--- src/rtl/tournament_branch_predictor_assert.svh ---
// assertion macros used by the predictor rtl
`ifndef TOURNAMENT_BRANCH_PREDICTOR_ASSERT_SVH
`define TOURNAMENT_BRANCH_PREDICTOR_ASSERT_SVH

// same-cycle implication
`define TBP_ASSERT_IMP(lbl, ante, cons) \
  lbl: assert property (@(posedge clk) disable iff (!rst_n) (ante) |-> (cons)) \
    else $error("tbp check failed");

// next-cycle implication
`define TBP_ASSERT_NXT(lbl, ante, cons) \
  lbl: assert property (@(posedge clk) disable iff (!rst_n) (ante) |=> (cons)) \
    else $error("tbp check failed");

`endif

--- src/rtl/tbp_table.sv ---
`default_nettype none

module tbp_table #(
  parameter int unsigned AW = 10,
  parameter int unsigned DW = 2
) (
  input  wire logic          clk,
  input  wire logic          rd_en,
  input  wire logic [AW-1:0] rd_addr,
  output logic      [DW-1:0] rd_data,
  input  wire logic          wr_en,
  input  wire logic [AW-1:0] wr_addr,
  input  wire logic [DW-1:0] wr_data
);

  logic [DW-1:0] mem [(2**AW)-1:0];

  always_ff @(posedge clk) begin
    if (wr_en) begin
      mem[wr_addr] <= wr_data;
    end
  end

  always_ff @(posedge clk) begin
    if (rd_en) begin
      rd_data <= mem[rd_addr];
    end
  end

endmodule

`default_nettype wire

--- config.mk ---
export PLATFORM = sky130hd
export DESIGN_NAME = tbp_table
export DESIGN_NICKNAME = d
export VERILOG_FILES = /design/src/rtl/tournament_branch_predictor_assert.svh /design/src/rtl/tbp_table.sv
export SDC_FILE = /design/constraint.sdc
export NUM_CORES = 2
export LEC_CHECK = 0
export BUFFER_PORTS_ARGS = -buffer_cell sky130_fd_sc_hd__buf_2
export CAP_MARGIN = 20
export CORE_MARGIN = 4
export CORE_UTILIZATION = 40
export DETAILED_ROUTE_END_ITERATION = 12
export PLACE_DENSITY = 0.55
export SYNTH_ARGS = -nofsm -noshare
export SYNTH_HDL_FRONTEND = slang
export SYNTH_SLANG_ARGS = --single-unit
--- constraint.sdc ---
create_clock -name clk -period 7.8 [get_ports clk]
set_input_delay 0.78 -clock clk [delete_from_list [all_inputs] [get_ports clk]]
set_output_delay 0.78 -clock clk [all_outputs]
set_load 0.1 [all_outputs]
==> flow_summary.json <==
{
  "overflow": 0,
  "yosysMostFrequentCell": "edfxtp_1",
  "worst_setup_path_start_kind": "input pin",
  "hold_end": "rd_data[0]$_DFFE_PP_",
  "synthesis.area_mm2": 0.0838,
  "finalInstanceArea_mm2": 0.0937,
  "yosys_most_used_dff": "edfxtp_1",
  "synth_edf_count": 2050,
  "cp.arrival_ns": 5.15,
  "drc": 0,
  "postCtsResizedCells": 0,
  "hp-start": "rd_en",
  "yosys.area_share.simple_pct": 6.40,
  "core_area_mm2": 0.208,
  "synthTopCellsByCount": "edfxtp_1 (2050), nor2_1 (1054), mux4_2 (449)",
  "first_pass_iters": 6,
  "gp_congestion": 0.797,
  "ctsHoldBuffers": 0,
  "worstSetupPathType": "in2reg",
  "fin_crit_ns": 4.47,
  "pre_cts_ws_ns": 2.56,
  "clock-sinks": 2050,
  "relSlewSlack_pct": 19.9,
  "outcome": "finished, final reports clean",
  "grt_max_degree": 224,
  "cp-end-kind": "register",
  "synth-adder-area-share_pct": 0,
  "fin_nets": 4807,
  "syn_nets": 4818,
  "wl_mm": 242,
  "synth-xor-area-share_pct": 0,
  "r2r_end": "rd_data[1]$_DFFE_PP_",
  "min_path_type": "in2reg",
  "grt_pass1_vias": 46817,
  "routedWlPerCell_um": 31.3,
  "placementRows": 167,
  "syn_inst": 4793,
  "synth_compound_area_share_pct": 2.98,
  "clockPowerShare_pct": 41.8,
  "p_per_area_mw_per_mm2": 244,
  "drt_iter0_markers": 5720,
  "use_met1_pct": 32.0,
  "leakage_nw": 28.2,
  "avgSynthCellArea_um2": 17.5,
  "cts_root_buf": "clkbuf_16",
  "yosysTopAreaCell": "edfxtp_1",
  "syn_to_final_growth_pct": 11.9,
  "grt_pass1_wl_mm": 345,
  "p_comb_share_pct": 5.1,
  "p_sw_share_pct": 21.8,
  "io_pins": 27,
  "start_util_pct": 40.3,
  "synth_top_area_share_pct": 73.5,
  "synthMuxAreaShare_pct": 14.7,
  "ys_async_sr_fraction_pct": 0,
  "dr_total_vias": 45817,
  "ff2ff_path_depth": 8,
  "ys_ff_latch": 2050,
  "drive_gt1_share_pct": 19.5,
  "yosysUniqueCellTypes": 65,
  "antenna_found_initial": 17,
  "clockBufferDepth": 3,
  "top_usage_layer": "met2",
  "post_dp_cell_area_mm2": 0.0872,
  "ir_worst_vdd_uv": 206,
  "tritoncts": "done",
  "fin_tns_setup_ns": 0,
  "fin_hold_ws_ns": 0.256,
  "drv_cap": 0,
  "finalSetupViolCount": 0,
  "maxSlewViolCount": 0,
  "die-area_mm2": 0.217,
  "htree_levels": 4,
  "clk_latency_ns": 0.83,
  "total_power_mw": 22.9,
  "fin_crit_sh_pct": 57.3,
  "port_buffers": 26,
  "p_seq_share_pct": 53.1,
  "internal-power_mw": 17.9,
  "cts_inserted_buffers": 206,
  "yosys_warnings": 0,
  "gr-usage-met2_pct": 35.5,
  "worst_slew_pin_slew_ns": 1.20,
  "holdPathStages": 1,
  "cp_data_required_time_ns": 8.49,
  "gr-usage-all-layers_pct": 22.2,
  "p_sw_mw": 4.99,
  "rsz0062_at_grt": "false",
  "fp.dieH_um": 466,
  "use_met3_pct": 3.73,
  "timing.final.ws_setup_ns": 3.33,
  "hpwlAfterDp_mm": 133,
  "clkTransAtPathRegs_ns": 0.06,
  "hold_viol": 0,
  "vias_per_cell": 5.91,
  "die_w_um": 466,
  "antenna_left": 0,
  "crit_path_max_fanout": 33,
  "max_freq_mhz": 224,
  "synth-seq-area-share_pct": 73.5,
  "r2r-start": "mem[331][1]$_DFFE_PP_",
  "synth_area_leaders": "edfxtp_1 (73%), mux4_2 (12%), nor2_1 (4.7%), mux2i_1 (2.4%), clkbuf_1 (1.1%)",
  "cts_setup_buffers": 0,
  "synth_top_family_by_area": "multiplexers",
  "clock_skew_ns": 0.0225,
  "ff2ff_setup_slack_ns": 4.36
}
-- per-stage QoR --
stage / utilization (%) / std cells
after floorplan: - / 4793
after global placement: 41.9 / 7346
after detailed placement: 42.0 / 7355
after CTS: 45.1 / 7734
after global routing: 45.1 / 7744
final: 45.1 / 7749
-- worst max-delay path, cell delays in order --
cell,delay [ns]
buf_4,0.41
buf_4,0.62
inv_4,0.41
mux2i_1,0.20
mux2_2,0.29
a211oi_1,0.71
o31ai_1,0.40
a21oi_1,0.87
a21oi_1,0.18
nand4_1,0.17
-- power groups by stage --
stage / clock network [mW] / logic, mW / registers, mW
floorplan: 0 / 0.633 / 12.4
global placement: 0 / 1.16 / 12.4
detailed placement: 0 / 1.17 / 12.4
CTS: 9.71 / 1.17 / 12.1
global route: 10.2 / 1.23 / 12.1
finish: 9.56 / 1.17 / 12.1
-- cell usage in the layout (no fill, tap or decap), types with 20 or more instances in the layout --
cell	instances
edfxtp_1	2050
nor2_1	1051
mux4_2	449
clkbuf_16	210
mux2i_1	205
buf_4	125
nand2_1	90
o221ai_1	82
a21oi_1	70
clkbuf_1	54
clkinv_1	48
o22ai_1	45
a22oi_1	45
nor3_1	44
clkinv_2	40
o21ai_0	36
nand3_4	24
buf_2	20
-- cell families after synthesis --
logic type | Yosys count
simple gates | 1324
buf+inv | 402
flops | 2050
compound gates | 353
mux | 664
-- final cells by class --
class                      count  area [um2]
clock inverter               115         953
fill                       18067      114000
antenna                        8        20.0
inverter                       6        27.5
sequential                  2050       61600
multi-input combinational   2341       20600
clock buffer                 264        5460
tap                         2788        3490
timing repair buffer         177        1670
-- per-layer routing --
| metal | up-vias | wire length, um |
|---|---|---|
| met1 | 24643 | 102000 |
| met3 | 312 | 19500 |
| met2 | 1934 | 116000 |
| li1 | 18926 | - |
| met4 | 2 | 5230 |
| met5 | - | 13 |
-- worst max path at each step --
| stage | from | to | slack (ns) | cells past startpoint |
|---|---|---|---|---|
| after floorplan | rd_addr[0] | rd_data[1]$_DFFE_PP_ | 4.52 | 12 |
| after global placement | rd_addr[0] | rd_data[0]$_DFFE_PP_ | 2.26 | 9 |
| after detailed placement | rd_addr[2] | rd_data[1]$_DFFE_PP_ | 2.56 | 10 |
| after CTS | rd_addr[2] | rd_data[1]$_DFFE_PP_ | 3.45 | 10 |
| after global routing | rd_addr[4] | rd_data[1]$_DFFE_PP_ | 3.39 | 10 |
| final | rd_addr[2] | rd_data[1]$_DFFE_PP_ | 3.33 | 10 |
-- sequential cells by signal, summed over array words and instances (netlist names) --
signal and count:
rd_data 2, mem 2048
Note: power is estimated with default switching activity, not from simulation.
